**src/rtl/gecs_pkg.sv**
```systemverilog
// shared types and constants of the grouped checked sum block
`default_nettype none
package gecs_pkg;
    localparam int MaxLen    = 32;
    localparam int NumGroups = 16;
    localparam int PosW      = $clog2(MaxLen);
    localparam int LenW      = 6;
    localparam int GrpW      = 4;
    localparam int AddrW     = GrpW + PosW;
    localparam int QDepth    = 4;
    localparam int QPtrW     = $clog2(QDepth);

    localparam logic [1:0] CMD_ACC  = 2'd0;
    localparam logic [1:0] CMD_EXT  = 2'd1;
    localparam logic [1:0] CMD_INIT = 2'd2;
    localparam logic [1:0] CMD_NONE = 2'd3;

    localparam logic [1:0] ET_W8  = 2'd0;
    localparam logic [1:0] ET_W16 = 2'd1;
    localparam logic [1:0] ET_W32 = 2'd2;
    localparam logic [1:0] ET_W64 = 2'd3;

    localparam logic [2:0] KIND_SUM   = 3'd0;
    localparam logic [2:0] KIND_NULL  = 3'd1;
    localparam logic [2:0] KIND_EMPTY = 3'd2;
    localparam logic [2:0] KIND_OVFH  = 3'd3;
    localparam logic [2:0] KIND_OVFL  = 3'd4;
    localparam logic [2:0] KIND_CAP   = 3'd5;

    localparam logic CFG_ELEM_TYPE  = 1'b0;
    localparam logic CFG_PRESET_LEN = 1'b1;

    // classified operation handed from front to back
    typedef enum logic [1:0] {
        OP_ACC,
        OP_EXT,
        OP_INIT,
        OP_CAP
    } op_t;

    typedef struct packed {
        op_t              op;
        logic [GrpW-1:0]  grp;
        logic [PosW-1:0]  pos;
        logic [LenW-1:0]  rlen;
        logic [63:0]      value;
        logic             enull;
    } item_t;

    // low width bits sign-extended to 64
    function automatic logic [63:0] narrow(input logic [63:0] v, input logic [1:0] et);
        logic [63:0] r;
        begin
            case (et)
                ET_W8:   r = {{56{v[7]}}, v[7:0]};
                ET_W16:  r = {{48{v[15]}}, v[15:0]};
                ET_W32:  r = {{32{v[31]}}, v[31:0]};
                default: r = v;
            endcase
            return r;
        end
    endfunction
endpackage
`default_nettype wire

```
**src/rtl/gecs_front.sv**
```systemverilog
// front end: accepts commands, classifies them and queues them for the back end
`default_nettype none
module gecs_front (
    input  wire                   clk,
    input  wire                   rst_n,
    input  wire                   start,
    output logic                  busy,
    input  wire  [1:0]            cmd,
    input  wire  [3:0]            group,
    input  wire  [4:0]            position,
    input  wire  [5:0]            row_length,
    input  wire  [63:0]           elem_value,
    input  wire                   elem_null,
    output logic                  q_valid,
    output gecs_pkg::item_t       q_item,
    input  wire                   q_pop
);
    import gecs_pkg::*;

    item_t            q_mem [QDepth];
    logic [QPtrW-1:0] wr_ptr_reg, rd_ptr_reg;
    logic [QPtrW:0]   cnt_reg;
    logic             push;
    item_t            cls;

    // classify the incoming command
    always_comb
    begin
        cls.grp   = group;
        cls.pos   = position;
        cls.rlen  = row_length;
        cls.value = elem_value;
        cls.enull = elem_null;
        case (cmd)
            CMD_ACC:  cls.op = (row_length > LenW'(MaxLen)) ? OP_CAP : OP_ACC;
            CMD_EXT:  cls.op = OP_EXT;
            CMD_INIT: cls.op = OP_INIT;
            default:  cls.op = OP_ACC;
        endcase
    end

    assign busy    = (cnt_reg == (QPtrW+1)'(QDepth));
    assign push    = start && !busy && (cmd != CMD_NONE);
    assign q_valid = (cnt_reg != '0);
    assign q_item  = q_mem[rd_ptr_reg];

    // queue storage
    always_ff @(posedge clk)
    begin
        if (push)
        begin
            q_mem[wr_ptr_reg] <= cls;
        end
    end

    // queue pointers
    always_ff @(posedge clk or negedge rst_n)
    begin
        if (!rst_n)
        begin
            wr_ptr_reg <= '0;
            rd_ptr_reg <= '0;
            cnt_reg    <= '0;
        end
        else
        begin
            if (push)
            begin
                wr_ptr_reg <= wr_ptr_reg + 1'b1;
            end
            if (q_pop)
            begin
                rd_ptr_reg <= rd_ptr_reg + 1'b1;
            end
            cnt_reg <= cnt_reg + (QPtrW+1)'(push) - (QPtrW+1)'(q_pop);
        end
    end
endmodule
`default_nettype wire

```
**config.mk**
```make
export PLATFORM = sky130hd
export DESIGN_NAME = gecs_front
export DESIGN_NICKNAME = d
export VERILOG_FILES = /design/src/rtl/gecs_pkg.sv /design/src/rtl/gecs_front.sv
export SDC_FILE = /design/constraint.sdc
export NUM_CORES = 1
export LEC_CHECK = 0
export ABC_AREA = 0
export BUFFER_PORTS_ARGS = -buffer_cell sky130_fd_sc_hd__buf_2
export CORE_MARGIN = 4
export CORE_UTILIZATION = 51
export DETAILED_ROUTE_END_ITERATION = 8
export GPL_TIMING_DRIVEN = 0
export PLACE_DENSITY = 0.75
export SYNTH_ARGS = -nofsm -noshare
export SYNTH_HDL_FRONTEND = slang
export SYNTH_SLANG_ARGS = --single-unit
```
**constraint.sdc**
```tcl
create_clock -name clk -period 3 [get_ports clk]
set_input_delay 0.3 -clock clk [delete_from_list [all_inputs] [get_ports clk]]
set_output_delay 0.3 -clock clk [all_outputs]
set_load 0.05 [all_outputs]
```
==> results of run 1 <==
-- where the power goes --
part	switching, uW	leakage (uW)	internal, uW
Combinational	4340	0.00149	1930
Clock	1630	0.000535	2400
Sequential	184	0.00307	5960
-- kinds of logic (layout without fill, tap and decap cells) --
kind of cell	after synthesis	in the layout	share of synthesized area
compound gates	3	3	0.00285
xor+xnor	5	5	0.00356
fa+ha+maj	7	7	0.00774
buf+inv	25	267	0.0133
flops	335	335	0.816
mux	83	83	0.151
other cells	0	1	0
simple gates	12	12	0.00570
-- per-layer routing --
layer  vias to the layer above  GRT usage
met5                         -          0
met4                         2     0.0438
met3                        37     0.0381
met2                       168      0.293
met1                      2900      0.223
li1                       2459          -
-- cell type report --
cell class	instances	area, um2	share of cell area
Antenna cell	1	2.50	0.000169
Timing Repair Buffer	181	1040	0.0699
Sequential cell	335	10000	0.676
Inverter	7	26.3	0.00177
Multi-Input combinational cell	110	2110	0.142
Clock inverter	21	149	0.0100
Tap cell	319	399	0.0269
Clock buffer	40	937	0.0632
Buffer	18	138	0.00928
-- cell usage in the layout, fill, tap and decap left out, types with 2 or more instances in the layout --
cell type / Yosys / routed
a211oi_1: 2 / 2
and2_4: 0 / 4
buf_16: 0 / 4
buf_2: 8 / 177
buf_4: 2 / 2
buf_6: 7 / 7
bufinv_16: 0 / 2
clkbuf_1: 1 / 4
clkbuf_16: 0 / 37
clkinv_1: 0 / 10
clkinv_2: 0 / 7
dfrtp_1: 7 / 7
dlygate4sd3_1: 0 / 8
edfxtp_1: 328 / 328
ha_1: 6 / 6
inv_1: 7 / 7
mux4_2: 82 / 82
nor2_1: 2 / 2
nor3_1: 3 / 3
xnor2_1: 4 / 4
-- timing repair --
item	4_1_cts	5_1_grt
endpoints found under the setup margin	0	0
resized for setup	0	0
hold buffers	8	0
hold endpoints to repair	33	0
-- worst paths after layout --
path	start	endpoint	slack [ns]	depth (start not counted)
max reg2reg	cnt_reg[2]	cnt_reg[2]	0.65	10
min reg2reg	cnt_reg[0]	cnt_reg[0]	0.57	1
max in group asynchronous	rst_n	wr_ptr_reg[0]	2.66	2
max	rd_ptr_reg[0]	q_item[42]	0.53	4
min	position[4]	q_mem[2][75]	0.02	1
min in group asynchronous	rst_n	rd_ptr_reg[1]	0.17	2
-- per-stage QoR --
step	TNS [ns]	utilization	std cells	total power, uW
3_5_place_dp	0	0.578	962	12600
6_report	0	0.628	1032	16400
3_3_place_gp	-24.31	0.573	958	12400
2_1_floorplan	0	-	470	11100
4_1_cts	0	0.628	1031	16700
5_1_grt	0	0.628	1032	17100
==> flow_metrics.env, run 1 <==
export IMPL_fmax_mhz=405
export IMPL_start_kind="flip-flop"
export IMPL_p_leak_uw=0.00510
export IMPL_syn_to_final_growth_pct=20.6
export IMPL_worst_path_max_fanout=10
export IMPL_remaining_drc_errors=0
export IMPL_die_w_um=163
export IMPL_met1_length_um=8920
export IMPL_wl_per_cell_um=21.6
export IMPL_status="finished clean"
export IMPL_maxCapViolations=0
export IMPL_drive_gt1_frac=0.459
export IMPL_fin_crit_ns=2.47
export IMPL_synth_nets=563
export IMPL_drt_iter0_markers=389
export IMPL_crit_required_ns=2.70
export IMPL_crit_path_frequent_cell="buf_6"
export IMPL_worstSetupEndpointType="output port"
export IMPL_vias=5566
export IMPL_power_density_nw_per_um2=1110
export IMPL_finalSetupViolCount=0
export IMPL_cts_buffers=35
export IMPL_async_flop_share=0.0209
export IMPL_cts_root_buf="clkbuf_16"
export IMPL_grt_ovfl_total=0
export IMPL_setup_slack_ns=0.533
export IMPL_rsz0062_at_grt="false"
export IMPL_die_h_um=163
export IMPL_die_area_um2=26600
export IMPL_cts_setup_buffers=0
export IMPL_final_nets=781
export IMPL_clk_latency_ns=0.49
export IMPL_clockBufferDepth=3
export IMPL_wl_met3_um=1370
export IMPL_synth_area_per_cell_um2=26.2
export IMPL_portBuffers=169
export IMPL_start_util=0.521
export IMPL_hp_class="in -> reg"
export IMPL_slew_viol_final=0
export IMPL_cts_tree="built"
export IMPL_dp_slack_ns=0.687
export IMPL_drt_wl_total_um=22300
export IMPL_ant_nets=0
export IMPL_place_area_um2=13700
export IMPL_core_region_area_um2=23600
export IMPL_clock_skew_ns=0.0135
export IMPL_synth_seq_area_share=0.816
export IMPL_n_fill_cell=1627
export IMPL_synth_edf_count=328
export IMPL_grt_max_degree=51
export IMPL_grt_pass1_wl_um=34500
export IMPL_synthFlopType="edfxtp_1"
export IMPL_syn_area_um2=12300
export IMPL_hold_slack_ns=0.0226
export IMPL_worst_pin_slew_ns=0.588
export IMPL_critPathTopFamily="buffers and inverters"
export IMPL_worst_setup_path_type="reg -> out"
export IMPL_fin_crit_sh=0.822
export IMPL_synth_cell_types=21
export IMPL_yosys_area_top_type="edfxtp_1"
export IMPL_synth_area_leaders="edfxtp_1 80%, mux4_2 15%, dfrtp_1 1.4%"
export IMPL_slowest_stage="mux4_2"
export IMPL_yosys_warnings=0
export IMPL_cts_sinks=335
export IMPL_num_rows=56
export IMPL_final_area_um2=14800
export IMPL_hpwl_um=14000
export IMPL_io_pins=170
export IMPL_synthDominantCellAreaShare=0.801
export IMPL_gp_congestion=0.715
export IMPL_yosysMostFrequentCell="edfxtp_1"
export IMPL_ctsHtreeMaxLevel=2
export IMPL_cp_arrival_ns=2.17
export IMPL_top_layer="met5"
export IMPL_grt_pass1_vias=6107
export IMPL_synth_commonest_cells="328 x edfxtp_1, 82 x mux4_2, 8 x buf_2"
export IMPL_antenna_found_initial=2
export IMPL_dr_pass1_iters=4
export IMPL_hold_viol_final=0
export IMPL_detail_route_vias_per_cell=5.39
export IMPL_largest_reg_flops=328
export IMPL_slew_headroom=0.608
export IMPL_critPathBufInv=3
export IMPL_cp_slowest_stage_delay_ns=0.55
export IMPL_synthCells=470
export IMPL_clk_pin_slew_worst_paths_ns=0.06
export IMPL_ys_ff_latch=335
export IMPL_crit_path_cell_trace="buf_6 -> buf_6 -> mux4_2 -> buf_2"
export IMPL_route_met2_wl_um=11600
export IMPL_vdd_drop_max_uv=806
export IMPL_grt_usage=0.170
Power figures use the tool's default switching activity.
==> run 2: changes to the inputs <==
--- a/config.mk
+++ b/config.mk
@@ -8,10 +8,10 @@
 export ABC_AREA = 0
 export BUFFER_PORTS_ARGS = -buffer_cell sky130_fd_sc_hd__buf_2
 export CORE_MARGIN = 4
-export CORE_UTILIZATION = 51
+export CORE_UTILIZATION = 57
 export DETAILED_ROUTE_END_ITERATION = 8
 export GPL_TIMING_DRIVEN = 0
-export PLACE_DENSITY = 0.75
+export PLACE_DENSITY = 0.79
 export SYNTH_ARGS = -nofsm -noshare
 export SYNTH_HDL_FRONTEND = slang
 export SYNTH_SLANG_ARGS = --single-unit
==> constraint.sdc (replaced) <==
create_clock -name clk -period 2.29 [get_ports clk]
set_input_delay 0.229 -clock clk [delete_from_list [all_inputs] [get_ports clk]]
set_output_delay 0.229 -clock clk [all_outputs]
set_load 0.05 [all_outputs]
==> run 2 against run 1 <==
Compared with the run above: the run now ends with negative setup slack left; flip-flop and latch count unchanged; routed wire length up 12%; combinational power up 46%; critical endpoint is now cnt_reg[2]; worst setup slack worse by 0.55 ns; die area down 10%.
==> flow_metrics.env, run 2 (synthesis gave the netlist of run 1 again) <==
export IMPL_worstSetupEndpointType="flip-flop"
export IMPL_status="finished, violations left"
export IMPL_clock_skew_ns=0.0112
export IMPL_hp_class="in -> reg"
export IMPL_worst_pin_slew_ns=0.691
export IMPL_worst_setup_path_type="reg -> reg"
export IMPL_drt_wl_total_um=24900
export IMPL_min_from="row_length[5]"
export IMPL_ctsHtreeMaxLevel=2
export IMPL_slew_viol_final=0
export IMPL_p_leak_uw=0.00554
export IMPL_grt_pass1_wl_um=36900
export IMPL_crit_required_ns=2.66
export IMPL_maxCapViolations=0
export IMPL_p_switching_uw=8310
export IMPL_rsz0062_at_grt="true"
export IMPL_cts_tree="built"
export IMPL_start_kind="flip-flop"
export IMPL_clockBufferDepth=3
export IMPL_gp_congestion=0.740
export IMPL_cts_root_buf="clkbuf_16"
export IMPL_wl_per_cell_um=23.3
export IMPL_cts_sinks=335
export IMPL_regArea_um2=10000
export IMPL_whs_path_depth=1
export IMPL_grt_usage=0.203
export IMPL_clk_latency_ns=0.50
export IMPL_gr_usage_met3=0.0450
export IMPL_final_cell_mix="328 x edfxtp_1, 129 x buf_2, 82 x mux4_2"
export IMPL_worstRegToRegCells=10
export IMPL_core_region_area_um2=21100
export IMPL_detail_route_vias_per_cell=5.62
export IMPL_die_area_um2=24000
export IMPL_hpwl_um=13800
export IMPL_layout_commonest_cell="edfxtp_1"
export IMPL_n_fill_cell=1143
export IMPL_fin_crit_ns=2.31
export IMPL_ant_nets=0
export IMPL_portBuffers=169
export IMPL_start_util=0.583
export IMPL_drt_iter0_markers=318
export IMPL_timing_rr_start="cnt_reg[2]"
export IMPL_r2r_slack_ns=-0.02
export IMPL_slew_headroom=0.539
export IMPL_hold_slack_ns=0.0268
export IMPL_grt_ovfl_total=0
export IMPL_rr_endpoint="cnt_reg[2]"
export IMPL_use_met1=0.268
export IMPL_die_h_um=155
export IMPL_fmax_mhz=433
export IMPL_clk_pin_slew_worst_paths_ns=0.06
export IMPL_internal_power_uw=14200
export IMPL_num_rows=53
export IMPL_grt_pass1_vias=6511
export IMPL_drive_gt1_frac=0.435
export IMPL_largest_reg_flops=328
export IMPL_met2_usage=0.347
export IMPL_vdd_drop_max_uv=1100
export IMPL_failed_checks="negative setup slack"
export IMPL_worst_path_max_fanout=3
export IMPL_vias=6007
export IMPL_switching_share=0.370
export IMPL_diodes=0
export IMPL_grt_max_degree=43
export IMPL_antenna_found_initial=0
export IMPL_final_nets=864
export IMPL_syn_to_final_growth_pct=28.8
export IMPL_remaining_drc_errors=0
export IMPL_p_comb_frac=0.408
export IMPL_power_density_nw_per_um2=1420
export IMPL_setup_slack_ns=-0.0182
export IMPL_die_w_um=155
export IMPL_finalSetupViolCount=2
export IMPL_cp_arrival_ns=2.68
export IMPL_hold_end="q_mem[0][70]"
export IMPL_sequentialPowerShare=0.360
export IMPL_cts_buffers=34
export IMPL_io_pins=170
export IMPL_clockPowerShare=0.232
export IMPL_multi_input_area_um2=2160
export IMPL_grt_busiest_layer="met2"
export IMPL_fin_crit_sh=1.01
export IMPL_hold_viol_final=0
export IMPL_dr_pass1_iters=7
export IMPL_final_core_util=0.751
==> run 2: layout make-up <==
class | instances | share of cell area
flip-flops and latches | 335 | 0.634
multi-input cells | 114 | 0.136
repair buffers | 261 | 0.124
clock buffers | 43 | 0.0585
well taps | 275 | 0.0217
plain buffers | 18 | 0.0154
clock inverters | 15 | 0.00846
inverters | 7 | 0.00166
==> run 2: worst max path at each step <==
stage | to | slack (ns) | start
global route | cnt_reg[2] | -0.08 | cnt_reg[2]
global placement | q_mem[3][35] | -0.76 | cnt_reg[2]
finish | cnt_reg[2] | -0.02 | cnt_reg[2]
floorplan | q_mem[0][0] | -0.10 | cnt_reg[2]
detailed placement | cnt_reg[2] | -0.02 | cnt_reg[2]
CTS | q_item[68] | -0.03 | rd_ptr_reg[0]
==> run 2: what timing repair did <==
item                       in CTS  in global routing
cloned                          3                  2
buffers inserted                4                  2
setup endpoints to repair     195                110
resized for setup              38                 60
hold endpoints to repair      324                  0
pin swaps                       5                  0
hold buffers                   81                  0
==> run 2: critical path, cell delays in order (launching register included) <==
cell      delay, ns
dfrtp_2        0.44
nor3b_4        0.18
a211oi_4       0.26
inv_1          0.08
ha_1           0.29
inv_1          0.07
ha_1           0.13
inv_1          0.05
fa_1           0.41
xnor2_2        0.16
xnor2_1        0.13
==> run 2: metrics by stage <==
stage / TNS, ns / instance area (um2) / instances / total power [uW] / setup WS [ns]
3_3_place_gp: -245.97 / 13500 / 914 / 16200 / -0.761
3_5_place_dp: -0.0870 / 13600 / 918 / 16500 / -0.0219
6_report: -0.0201 / 15800 / 1068 / 22500 / -0.0182
5_1_grt: -0.240 / 15800 / 1068 / 23300 / -0.0813
4_1_cts: -0.0784 / 15600 / 1064 / 22200 / -0.0286
2_1_floorplan: -33.06 / 12300 / 470 / 14500 / -0.101
==> run 2: layer usage <==
layer,routed length [um],part of all wire,vias up
met3,1430,0.057,40
li1,-,-,2622
met2,13400,0.54,207
met5,0,0,-
met1,9580,0.38,3138
met4,503,0.020,0
==> run 2: power by group through the flow <==
stage / logic (uW) / clock network [uW] / registers, uW
after floorplan: 6410 / 0 / 8110
after CTS: 8810 / 5310 / 8070
after detailed placement: 8280 / 0 / 8200
final: 9170 / 5220 / 8100
after global placement: 8070 / 0 / 8170
after global routing: 9550 / 5610 / 8160
